### config.mk
export PLATFORM = sky130hd
export DESIGN_NAME = delta_list_timer_queue
export DESIGN_NICKNAME = d
export VERILOG_FILES = /design/src/rtl/dltq_pkg.sv /design/src/rtl/dltq_ram.sv /design/src/rtl/delta_list_timer_queue.sv
export SDC_FILE = /design/constraint.sdc
export NUM_CORES = 2
export LEC_CHECK = 0
export BUFFER_PORTS_ARGS = -buffer_cell sky130_fd_sc_hd__buf_2
export CAP_MARGIN = 5
export CORE_MARGIN = 2
export CORE_UTILIZATION = 55
export CTS_CLUSTER_DIAMETER = 200
export DETAILED_ROUTE_END_ITERATION = 10
export PLACE_DENSITY_LB_ADDON = 0.08
export RECOVER_POWER = 25
export SLEW_MARGIN = 20
export SYNTH_ARGS = -nofsm -noshare
export SYNTH_HDL_FRONTEND = slang
export SYNTH_SLANG_ARGS = --single-unit
### constraint.sdc
create_clock -name i_clk -period 10.05 [get_ports i_clk]
set_input_delay 0.5025 -clock i_clk [delete_from_list [all_inputs] [get_ports i_clk]]
set_output_delay 0.5025 -clock i_clk [all_outputs]
set_load 0.005 [all_outputs]
### src/rtl/dltq_pkg.sv
package dltq_pkg;

    localparam int ENTRIES   = 16;
    localparam int IDX_W     = $clog2(ENTRIES + 1);
    localparam int ADDR_W    = $clog2(ENTRIES);
    localparam int HANDLE_W  = 5;
    localparam int DELTA_W   = 32;
    localparam int ARG_W     = 32;
    localparam int CMD_W     = 2;
    localparam logic [IDX_W-1:0] NIL = IDX_W'(ENTRIES);

    localparam logic [CMD_W-1:0] CMD_SET    = 2'd0;
    localparam logic [CMD_W-1:0] CMD_MODIFY = 2'd1;
    localparam logic [CMD_W-1:0] CMD_DELETE = 2'd2;
    localparam logic [CMD_W-1:0] CMD_NOP    = 2'd3;

endpackage

### src/rtl/dltq_ram.sv
module dltq_ram #(
    parameter int WIDTH = 32,
    parameter int DEPTH = 16
) (
    input  logic                     i_clk,
    input  logic                     i_we,
    input  logic [$clog2(DEPTH)-1:0] i_waddr,
    input  logic [WIDTH-1:0]         i_wdata,
    input  logic [$clog2(DEPTH)-1:0] i_raddr,
    output logic [WIDTH-1:0]         o_rdata
);
    logic [WIDTH-1:0] r_mem [DEPTH];

    always_ff @(posedge i_clk) begin
        if (i_we) begin
            r_mem[i_waddr] <= i_wdata;
        end
        o_rdata <= r_mem[i_raddr];
    end
endmodule

### src/rtl/delta_list_timer_queue.sv
// Delta-sorted timer queue over a fixed pool of 16 entries.
// Input channel (i_valid/o_ready) carries one command word: set, modify,
// delete or no-op, with handle, delay, argument and the current tick.
// Output channel (o_valid/i_ready) returns one result word per command:
// status, resulting handle, and the current head entry with its delta.
// The block works on one command at a time. An unlink walk checks one entry
// per cycle; an insert walk reads each entry's delta, then compares and
// subtracts in the one shared adder. A modify runs an unlink walk, a delta
// fold and a full insert walk.
// o_ready is high only when no command is in work and the result register
// is empty or being taken. A stalled receiver holds the result register;
// no new command is taken until it drains. The user is to write i_cfg_wdata
// into the time base through i_cfg_we only while idle; the block does not enforce it.
// Reset (synchronous, active low) empties the timer list and chains all
// entries into the free list; it clears at once, no clearing pass.
module delta_list_timer_queue (
    input  logic                             i_clk,
    input  logic                             i_rst_n,
    input  logic                             i_cfg_we,
    input  logic [31:0]                      i_cfg_wdata,
    input  logic                             i_valid,
    output logic                             o_ready,
    input  logic [dltq_pkg::CMD_W-1:0]       i_command,
    input  logic [dltq_pkg::HANDLE_W-1:0]    i_handle,
    input  logic [dltq_pkg::DELTA_W-1:0]     i_delay_ms,
    input  logic [dltq_pkg::ARG_W-1:0]       i_timer_argument,
    input  logic [dltq_pkg::DELTA_W-1:0]     i_now_ms,
    output logic                             o_valid,
    input  logic                             i_ready,
    output logic                             o_status,
    output logic [dltq_pkg::HANDLE_W-1:0]    o_handle_out,
    output logic [dltq_pkg::HANDLE_W-1:0]    o_head_handle,
    output logic [dltq_pkg::DELTA_W-1:0]     o_head_delta_ms
);
    import dltq_pkg::*;

    typedef enum logic [10:0] {
        S_IDLE   = 11'b00000000001,
        S_DISP   = 11'b00000000010,
        S_UWALK  = 11'b00000000100,
        S_URD    = 11'b00000001000,
        S_USUCC  = 11'b00000010000,
        S_UFOLD  = 11'b00000100000,
        S_IRD    = 11'b00001000000,
        S_ICHK   = 11'b00010000000,
        S_IDONE  = 11'b00100000000,
        S_HRD    = 11'b01000000000,
        S_OUT    = 11'b10000000000
    } t_state;

    t_state r_state, n_state;

    // links are flip-flops (valid reset needed); deltas and args in RAM
    logic [IDX_W-1:0] r_link [ENTRIES];
    logic [IDX_W-1:0] r_active_head, r_free_head;
    logic [31:0]      r_time_base;

    logic [CMD_W-1:0]    r_cmd;
    logic [HANDLE_W-1:0] r_handle;
    logic [IDX_W-1:0]    r_ent;
    logic [31:0]         r_t;
    logic [ARG_W-1:0]    r_arg;
    logic [IDX_W-1:0]    r_prev, r_cur;
    logic                r_free_walk;   // unlink walks the free list
    logic                r_status;
    logic [HANDLE_W-1:0] r_hout;
    logic                r_ovalid;
    logic [HANDLE_W-1:0] r_oh;
    logic [31:0]         r_od;
    logic [ADDR_W:0]     r_cnt;
    logic [31:0]         r_saved;       // delta of entry being unlinked

    // delta RAM port
    logic              d_we;
    logic [ADDR_W-1:0] d_waddr, d_raddr;
    logic [31:0]       d_wdata, d_rdata;
    logic              a_we;
    logic [ARG_W-1:0]  a_rdata;

    dltq_ram #(.WIDTH(DELTA_W), .DEPTH(ENTRIES)) u_delta (
        .i_clk(i_clk), .i_we(d_we), .i_waddr(d_waddr), .i_wdata(d_wdata),
        .i_raddr(d_raddr), .o_rdata(d_rdata)
    );
    dltq_ram #(.WIDTH(ARG_W), .DEPTH(ENTRIES)) u_arg (
        .i_clk(i_clk), .i_we(a_we), .i_waddr(r_ent[ADDR_W-1:0]), .i_wdata(r_arg),
        .i_raddr(r_ent[ADDR_W-1:0]), .o_rdata(a_rdata)
    );

    // shared adder: subtract for the walk, add for the fold
    logic        sub_mode;
    logic [31:0] alu_a, alu_b, alu_y;
    assign alu_y = sub_mode ? (alu_a - alu_b) : (alu_a + alu_b);

    logic in_acc;
    assign o_ready = (r_state == S_IDLE) && (!r_ovalid || i_ready);
    assign in_acc  = i_valid && o_ready;

    logic h_valid;
    assign h_valid = (r_handle != '0) && ({1'b0, r_handle} <= (HANDLE_W+1)'(ENTRIES));

    logic is_set;
    assign is_set = (r_cmd == CMD_SET) || (r_cmd == CMD_MODIFY && r_handle == '0);

    logic [IDX_W-1:0] cur_link;
    assign cur_link = r_link[r_cur[ADDR_W-1:0]];

    logic t_less;
    assign t_less = d_rdata > r_t;

    always_comb begin
        n_state  = r_state;
        d_we     = 1'b0;
        d_waddr  = r_cur[ADDR_W-1:0];
        d_wdata  = alu_y;
        d_raddr  = r_cur[ADDR_W-1:0];
        a_we     = 1'b0;
        sub_mode = 1'b1;
        alu_a    = d_rdata;
        alu_b    = r_t;
        unique case (r_state)
            S_IDLE:  if (in_acc) n_state = S_DISP;
            S_DISP:  begin
                priority if (is_set) begin
                    n_state = (r_free_head != NIL) ? S_IRD : S_HRD;
                end else if (r_cmd == CMD_MODIFY || r_cmd == CMD_DELETE) begin
                    n_state = h_valid ? S_UWALK : S_HRD;
                end else begin
                    n_state = S_HRD;
                end
            end
            S_UWALK: begin
                if (r_cur == NIL || r_cnt[ADDR_W]) begin
                    if (r_cmd == CMD_DELETE) n_state = S_HRD;
                    else if (r_free_walk) n_state = S_IRD;
                end else if (r_cur == r_ent) begin
                    if (!r_free_walk && cur_link != NIL) n_state = S_URD;
                    else if (r_cmd == CMD_DELETE) n_state = S_HRD;
                    else n_state = S_IRD;
                end
            end
            S_URD: begin
                d_raddr = r_ent[ADDR_W-1:0];
                n_state = S_USUCC;
            end
            // read the successor's delta while the unlinked delta is saved
            S_USUCC: n_state = S_UFOLD;
            S_UFOLD: begin
                sub_mode = 1'b0;
                alu_b    = r_saved;
                d_we     = 1'b1;
                n_state  = (r_cmd == CMD_DELETE) ? S_HRD : S_IRD;
            end
            S_IRD: begin
                n_state = (r_cur == NIL || r_cnt[ADDR_W]) ? S_IDONE : S_ICHK;
            end
            S_ICHK: begin
                if (t_less) begin
                    d_we    = 1'b1;
                    n_state = S_IDONE;
                end else begin
                    alu_a   = r_t;
                    alu_b   = d_rdata;
                    n_state = S_IRD;
                end
            end
            S_IDONE: begin
                d_we    = 1'b1;
                d_waddr = r_ent[ADDR_W-1:0];
                d_wdata = r_t;
                a_we    = 1'b1;
                n_state = S_HRD;
            end
            S_HRD: begin
                d_raddr = r_active_head[ADDR_W-1:0];
                n_state = S_OUT;
            end
            S_OUT:  n_state = S_IDLE;
            default: n_state = S_IDLE;
        endcase
    end

    always_ff @(posedge i_clk) begin
        if (!i_rst_n) begin
            r_state       <= S_IDLE;
            r_active_head <= NIL;
            r_free_head   <= '0;
            r_time_base   <= '0;
            r_ovalid      <= 1'b0;
            r_status      <= 1'b0;
            r_hout        <= '0;
            r_oh          <= '0;
            r_od          <= '0;
            for (int i = 0; i < ENTRIES; i++) begin
                r_link[i] <= IDX_W'(i + 1);
            end
        end else begin
            r_state <= n_state;
            if (i_cfg_we) r_time_base <= i_cfg_wdata;
            if (r_state == S_OUT) r_ovalid <= 1'b1;
            else if (r_ovalid && i_ready) r_ovalid <= 1'b0;
            unique case (r_state)
                S_IDLE: if (in_acc) begin
                    r_cmd    <= i_command;
                    r_handle <= i_handle;
                    r_arg    <= i_timer_argument;
                    r_t      <= (i_now_ms - r_time_base) + i_delay_ms;
                    r_status <= 1'b0;
                    r_hout   <= '0;
                end
                S_DISP: begin
                    r_prev      <= NIL;
                    r_cnt       <= '0;
                    r_free_walk <= 1'b0;
                    r_cur       <= r_active_head;
                    priority if (is_set) begin
                        if (r_free_head != NIL) begin
                            r_ent       <= r_free_head;
                            r_free_head <= r_link[r_free_head[ADDR_W-1:0]];
                            r_hout      <= HANDLE_W'(r_free_head) + HANDLE_W'(1);
                        end else begin
                            r_status <= 1'b1;
                        end
                    end else if (r_cmd == CMD_MODIFY) begin
                        if (h_valid) begin
                            r_ent  <= IDX_W'(r_handle - HANDLE_W'(1));
                            r_hout <= r_handle;
                        end else begin
                            r_status <= 1'b1;
                        end
                    end else if (r_cmd == CMD_DELETE) begin
                        if (h_valid) r_ent <= IDX_W'(r_handle - HANDLE_W'(1));
                    end else begin
                        r_hout <= r_handle;
                    end
                end
                S_UWALK: begin
                    // one link step per cycle over the list being searched
                    if (r_cur == NIL || r_cnt[ADDR_W]) begin
                        // not on this list: try the free list on modify
                        r_prev <= NIL;
                        r_cnt  <= '0;
                        if (r_cmd != CMD_DELETE && !r_free_walk) begin
                            r_free_walk <= 1'b1;
                            r_cur       <= r_free_head;
                        end else begin
                            r_cur <= r_active_head;
                        end
                    end else if (r_cur == r_ent) begin
                        if (r_prev != NIL) r_link[r_prev[ADDR_W-1:0]] <= cur_link;
                        else if (r_free_walk) r_free_head <= cur_link;
                        else r_active_head <= cur_link;
                        if (r_cmd == CMD_DELETE) begin
                            r_link[r_ent[ADDR_W-1:0]] <= r_free_head;
                            r_free_head <= r_ent;
                        end
                        r_prev <= NIL;
                        r_cnt  <= '0;
                        // hold the successor for the fold, else restart at the head
                        if (!r_free_walk && (cur_link != NIL || r_prev == NIL))
                            r_cur <= cur_link;
                        else
                            r_cur <= r_active_head;
                    end else begin
                        r_prev <= r_cur;
                        r_cur  <= cur_link;
                        r_cnt  <= r_cnt + (ADDR_W+1)'(1);
                    end
                end
                S_URD: ;
                S_USUCC: r_saved <= d_rdata;
                S_UFOLD: r_cur <= r_active_head;
                S_IRD: ;
                S_ICHK: begin
                    if (!t_less) begin
                        r_t    <= alu_y;
                        r_prev <= r_cur;
                        r_cur  <= cur_link;
                        r_cnt  <= r_cnt + (ADDR_W+1)'(1);
                    end
                end
                S_IDONE: begin
                    r_link[r_ent[ADDR_W-1:0]] <= r_cur;
                    if (r_prev != NIL) r_link[r_prev[ADDR_W-1:0]] <= r_ent;
                    else r_active_head <= r_ent;
                end
                S_HRD: ;
                S_OUT: begin
                    if (r_active_head != NIL) begin
                        r_oh <= HANDLE_W'(r_active_head) + HANDLE_W'(1);
                        r_od <= d_rdata;
                    end else begin
                        r_oh <= '0;
                        r_od <= '0;
                    end
                end
                default: ;
            endcase
        end
    end

    logic unused_arg;
    assign unused_arg = ^a_rdata;

    assign o_valid         = r_ovalid;
    assign o_status        = r_status;
    assign o_handle_out    = r_hout;
    assign o_head_handle   = r_oh;
    assign o_head_delta_ms = r_od;
endmodule
## Word-level counts from Yosys, hierarchy flattened

Memory sizes are Yosys's and may differ from the RTL's. A register that Yosys moved wholly into a read port is not among the register bits.
Cells that the tools add are included.

- $add $sub $neg: 8
- Order comparisons: 2
- Equal/unequal tests: 44
- Muxes and demuxes: 112
- Bitwise gates (word level): 5
- Reductions and logical operators: 42

Operators with widths:

| cell | count |
|---|---|
| 32-bit 2-to-1 mux | 8 |
| 5-bit 2-to-1 mux | 39 |
| 32-bit case mux with 2 select lines | 2 |
| 11-bit case mux with 10 select lines | 1 |
| 32-bit adder | 2 |
| 32-bit subtractor | 2 |
| 10-bit 2-to-1 mux | 6 |
| 11-bit 2-to-1 mux | 5 |
| 5-bit case mux with 3 select lines | 3 |
| 1-bit 2-to-1 mux | 33 |
| 32-bit greater-than comparator | 1 |
| 5-bit case mux with 2 select lines | 3 |
| 4-bit 2-to-1 mux | 6 |
| 2-bit != test, second input constant | 12 |
| 3-bit != test, second input constant | 7 |
| 5-bit != test, second input constant | 4 |
| 9-bit 2-to-1 mux | 2 |
| 5-bit by 1-bit adder with 5-bit output, second input constant | 3 |
| 4-bit != test, second input constant | 3 |
| 3-bit AND reduction | 4 |
| 4-bit AND reduction | 3 |
| 11-bit by 1-bit == test with 1-bit output, second input constant | 1 |
| 11-bit by 10-bit == test with 1-bit output, second input constant | 1 |
| 11-bit == test, second input constant | 1 |
| 35 further kinds | 61 |

- Register bits after elaboration: 189
- Memory bits (writable): 592
- Input bits: 140
- Output and inout port bits: 45
- Logic and storage cells: 233
- Memories kept: 2

Memory list:

| name | depth | width | rd ports | clocked after memory_dff | write ports | RTL line | source |
|---|---|---|---|---|---|---|---|
| u_delta.r_mem | 16 | 32 | 1 | 1 | 1 | dltq_ram.sv:12 | `logic [WIDTH-1:0] r_mem [DEPTH];` |
| r_link | 16 | 5 | 2 | 2 | 16 | delta_list_timer_queue.sv:54 | `logic [IDX_W-1:0] r_link [ENTRIES];` |

## Logic depth before layout (Yosys ltp)

- Depth in word-level cells: 11
- Mapped depth: 28
- Mapped depth without buffers: 27

## Modules after synthesis

A second synthesis with hierarchy kept.

- Cell total of the unflattened synthesis: 3084
- Area total of the unflattened synthesis: 40108.5 um^2

Modules (own cells, without submodules):

| module | times used | cells an instance | area each (um^2) | seq. area each (um^2) |
|---|---|---|---|---|
| delta_list_timer_queue | 1 | 2246 | 20273.2 | 7267.0 |
| dltq_ram | 1 | 838 | 19835.3 | 16015.4 |

## Worst setup path after synthesis

No wires, ideal clock.

- Kind: register to register
- Start: register r_t[15]
- End: memory u_delta.r_mem[0][29], data pin
- Setup time: 330 ps
- Data arrival time: 6724 ps
- Data required time: 9720 ps
- Path slack: 2996 ps
- Stages on the path, launching flop included: 28
- Buffers on the path: 1
- Clock period less this slack: 7054 ps
- Cells stage by stage: edfxtp_1 -> inv_1 -> ha_1 -> nand4_1 -> or4_1 -> or3_4 -> o21a_1 -> buf_6 -> nor2_1 -> mux2i_1 -> o21a_1 -> ha_1 -> nand3_1 -> nor4_4 -> nor2_1 -> xnor2_1 -> ha_1 -> a21o_1 -> a211o_1 -> a211oi_1 -> a21bo_2 -> a221oi_1 -> a21oi_1 -> a31oi_1 -> nand2b_1 -> a21oi_1 -> xor2_1 -> o21ai_0

- Cells in the longest elaborated chain, start to end: 6
- Elaborated cells between the ends (all ways): 9
- Classes of those cells: 2 x add/sub; 1 x order compare; 6 x mux

Ends and longest elaborated chain:

| what | RTL line | source |
|---|---|---|
| start, declared | delta_list_timer_queue.sv:61 | `logic [31:0] r_t;` |
| start signal, assigned | delta_list_timer_queue.sv:206 | `r_t <= (i_now_ms - r_time_base) + i_delay_ms;` |
| start signal, assigned | delta_list_timer_queue.sv:275 | `r_t <= alu_y;` |
| 32-bit greater-than comparator | delta_list_timer_queue.sv:108 | `assign t_less = d_rdata > r_t;` |
| 32-bit 2-to-1 mux | delta_list_timer_queue.sv:157 | `if (t_less) begin` |
| 32-bit case mux with 2 select lines or 32-bit 2-to-1 mux (tied branches) | delta_list_timer_queue.sv:120 | `unique case (r_state)` |
| 32-bit subtractor or 32-bit adder (tied branches) | delta_list_timer_queue.sv:92 | `assign alu_y = sub_mode ? (alu_a - alu_b) : (alu_a + alu_b);` |
| 32-bit 2-to-1 mux (*) | delta_list_timer_queue.sv:92 |  |
| 32-bit 2-to-1 mux (*) | delta_list_timer_queue.sv:120 |  |
| named net d_wdata[29] | delta_list_timer_queue.sv:76 | `logic [31:0] d_wdata, d_rdata;` |
| end, declared | dltq_ram.sv:12 |  |

The timed path passes the listed nets; every way through them passes the cells marked *.

## Final worst setup path

- Start: register r_t[15]
- End: memory u_delta.r_mem[6][31], data pin

Same word-level chain as after synthesis.

==> flow_summary_export.csv <==
group,metric,value,unit
global_routing,grt_max_degree,211,
synth,yosys_warnings,0,
worst_setup_path,crit_path_max_fanout,25,
power,vdd_ir_drop_max,0.1589,mV
placed_design,port_buffers,152,
power,leakagePower,16.97,nW
finish,post_route_cells_drive_above_1_share,11.67,%
worst_setup_path,crit_type,"reg -> reg",
worst_hold_path,hp-start,"i_valid",
worst_hold_path,min_to,"o_status",
synth,yosysUniqueCellTypes,89,
floorplan,core_area,74450,sq um
clocking,numCtsBuffers,87,
synth,synth_top_area_share,49.64,%
worst_hold_path,hp-class,"in -> reg",
timing,clock_skew,53.61,ps
power,power_frac_seq,47.3,%
timing,slew_viol_final,251,
route,viasPerCell,6.400,
synth,synth-main-ff-cell,"edfxtp_1",
worst_setup_path,timing.rr.start,"r_t[15]",
floorplan,num_rows,100,
synth,synth_top_cells_by_count,"684 x edfxtp_1, 464 x nand2_1, 246 x nor2_1",
global_routing,grt_use_total,31.01,%
route,drt_iter0_drc,3295,
synth,synth.net_count,3979,
global_routing,antenna_found_initial,8,
floorplan,io_pins,185,
route,drc,0,
finish,num-fill-cells,5934,
clocking,htree_levels,3,
placed_design,preCtsSetupSlack,1460,ps
clocking,cts_max_path_buffers,3,
global_routing,grt-ovfl-total,0,
outcome,failed_checks,"max-capacitance violations, max-slew violations",
worst_setup_path,critPathTopFamily,"compound AO/OA/AOI/OAI gates",
global_routing,grt_pass1_wl,181200,um
worst_setup_path,required,10530,ps
timing,rsz0062_at_grt,"false",
synth,ys_ff_latch,821,
placed_design,place_hpwl,75230,um
power,pwr-share-comb,14.6,%
placed_design,finalWeightedCongestion,0.9674,
timing,hold_violations,0,
worst_setup_path,path_buf_inv,3,
synth,synth_edf_count,684,
route,wl_per_cell,25.29,um
timing,setup_slack,1055,ps
finish,n_antenna_cell,0,
worst_setup_path,startpoint_type,"register",
power,powerDensity,182.5,nW/um^2
synth,synthCells,3701,
power,switching_share,26.73,%
timing,tightest_slew,2745,ps
power,pwr-share-clk,38.1,%
synth,async_flop_share,0,%
worst_setup_path,rrSetupSlack,1060,ps
timing,tns,0,ps
worst_setup_path,reg2reg_to,"u_delta.r_mem[6][31]",
power,p_sw,2.250,mW
finish,finalNetCount,4071,
worst_setup_path,crit_path_frequent_cell,"a21oi_1",
outcome,outcome,"finished, violations left",
timing,min_period_over_period,89.50,%
clocking,cts_resized,0,
clocking,cts_num_sinks,821,
worst_setup_path,reg2reg_depth,25,
clocking,clk_pin_slew,60,ps
finish,syn2layout_area_growth,11.50,%
job,max_cap_viol_count,9,
route,drt_wl_total,122300,um
synth,synth_most_common_cell,"edfxtp_1",
synth,synth_top_cell_by_area,"edfxtp_1",
timing,setup_viol,0,
clocking,cts_root_buf,"clkbuf_16",
timing,fin_crit,8995,ps
route,first_pass_iters,6,
power,p_int,6.167,mW
worst_setup_path,cp_slowest_cell,"a31oi_1",
worst_hold_path,worstHoldPathCells,2,
route,vias,30940,
worst_setup_path,critical_path_arrival,9470,ps
clocking,insertion_delay,680,ps
synth,synth_area_per_cell,11.18,sq um
synth,synth.area.top_cells,"edfxtp_1 50%, dfxtp_1 6.6%, nand2_1 4.2%, ha_1 3.2%, a211oi_1 3.1%",
floorplan,fp.dieH,278.3,um
worst_setup_path,cpPeakStageDelay,1280,ps
floorplan,start_util,55.57,%
route,postRouteAntennaNets,0,
global_routing,grt_pass1_vias,29550,
timing,max_freq,111.2,MHz
clocking,tritoncts,"done",
synth,mappedNetlistArea,41370,sq um
synth,ys_seq_area_share,56.27,%
floorplan,die_w,278.3,um
floorplan,fp.dieArea,77430,sq um
worst_setup_path,endpoint_kind,"register",
timing,slew_headroom,-82.99,%
-- sequential cells by signal, summed over array words and instances, names as in the netlist, 11 cells and up, named ones only --
register / cells
u_delta.r_mem: 512
r_link: 80
o_head_delta_ms: 32
r_saved: 32
r_t: 32
r_time_base: 32
u_delta.o_rdata: 32
r_state: 11
-- area by class of cell --
| class | count | area, sq um | share of cell area, % |
|---|---|---|---|
| clock buffer | 109 | 2330 | 5.050 |
| clock inverter | 52 | 539.3 | 1.169 |
| inverter | 182 | 684.4 | 1.484 |
| multi-input combinational | 2466 | 16690 | 36.17 |
| sequential | 821 | 23280 | 50.47 |
| tap | 969 | 1212 | 2.628 |
| timing repair buffer | 235 | 1395 | 3.024 |
-- cells by family (layout without fill, tap and decap cells) --
logic type / after synthesis / count (layout) / synth area share, %
and+or+nand+nor: 1173 / 1173 / 13.59
AOI/OAI and AO/OA: 918 / 918 / 14.71
DFF: 821 / 821 / 56.27
buffers and inverters: 414 / 578 / 3.871
adders and majority gates: 138 / 138 / 4.754
muxes: 130 / 130 / 4.542
xor gates and xnor gates: 107 / 107 / 2.265
-- stage by stage --
stage / power (mW) / util [%] / std cells / instance area, sq um / hold slack [ps]
after floorplan: 4.798 / - / 3701 / 41370 / 431.0
after detailed placement: 5.251 / 58.06 / 4665 / 43230 / 457.5
after global routing: 8.714 / 61.96 / 4834 / 46130 / 31.01
after CTS: 8.436 / 62.01 / 4833 / 46170 / 14.44
final: 8.418 / 61.96 / 4834 / 46130 / 27.08
after global placement: 5.222 / 58.06 / 4665 / 43230 / 441.6
-- worst max path at each step --
stage | slack (ps) | from | cells past startpoint | to
final | 1060 | r_t[15] | 25 | u_delta.r_mem[6][31]
after global routing | 610 | r_t[15] | 25 | u_delta.r_mem[4][31]
after CTS | 1370 | r_t[15] | 28 | u_delta.r_mem[0][31]
after detailed placement | 1460 | r_t[15] | 28 | u_delta.r_mem[4][31]
after global placement | 1500 | r_t[15] | 28 | u_delta.r_mem[4][31]
after floorplan | 3000 | r_t[15] | 27 | u_delta.r_mem[0][29]
-- what timing repair did --
item | in CTS | in global routing
hold buffers | 7 | 0
buffers inserted | 0 | 0
hold endpoints to repair | 7 | 0
-- per-layer routing --
metal	track usage [%]	vias up	wire [um]
li1	-	14000	-
met1	44.30	15200	52380
met2	48.13	1511	54970
met3	6.347	226	11660
met4	9.175	2	3258
met5	0	-	13
-- power by group through the flow --
stage          clock, mW  combinational [mW]  sequential, mW
2_1_floorplan          0               0.760            4.04
3_3_place_gp           0                1.18            4.05
3_5_place_dp           0                1.20            4.05
4_1_cts             3.24                1.21            3.98
5_1_grt             3.38                1.35            3.98
6_report            3.21                1.23            3.98
-- placed cells by master, fill, tap and decap left out, types with 87 or more instances in the layout --
| cell | count |
|---|---|
| nand3_1 | 98 |
| buf_2 | 122 |
| a211oi_1 | 173 |
| and3_1 | 141 |
| a31oi_1 | 96 |
| edfxtp_1 | 684 |
| clkbuf_16 | 87 |
| nand2_1 | 461 |
| ha_1 | 106 |
| dfxtp_1 | 137 |
| a21oi_1 | 188 |
| o21ai_0 | 187 |
| inv_1 | 181 |
| nor2_1 | 229 |
(Power assumes the default switching activity.)
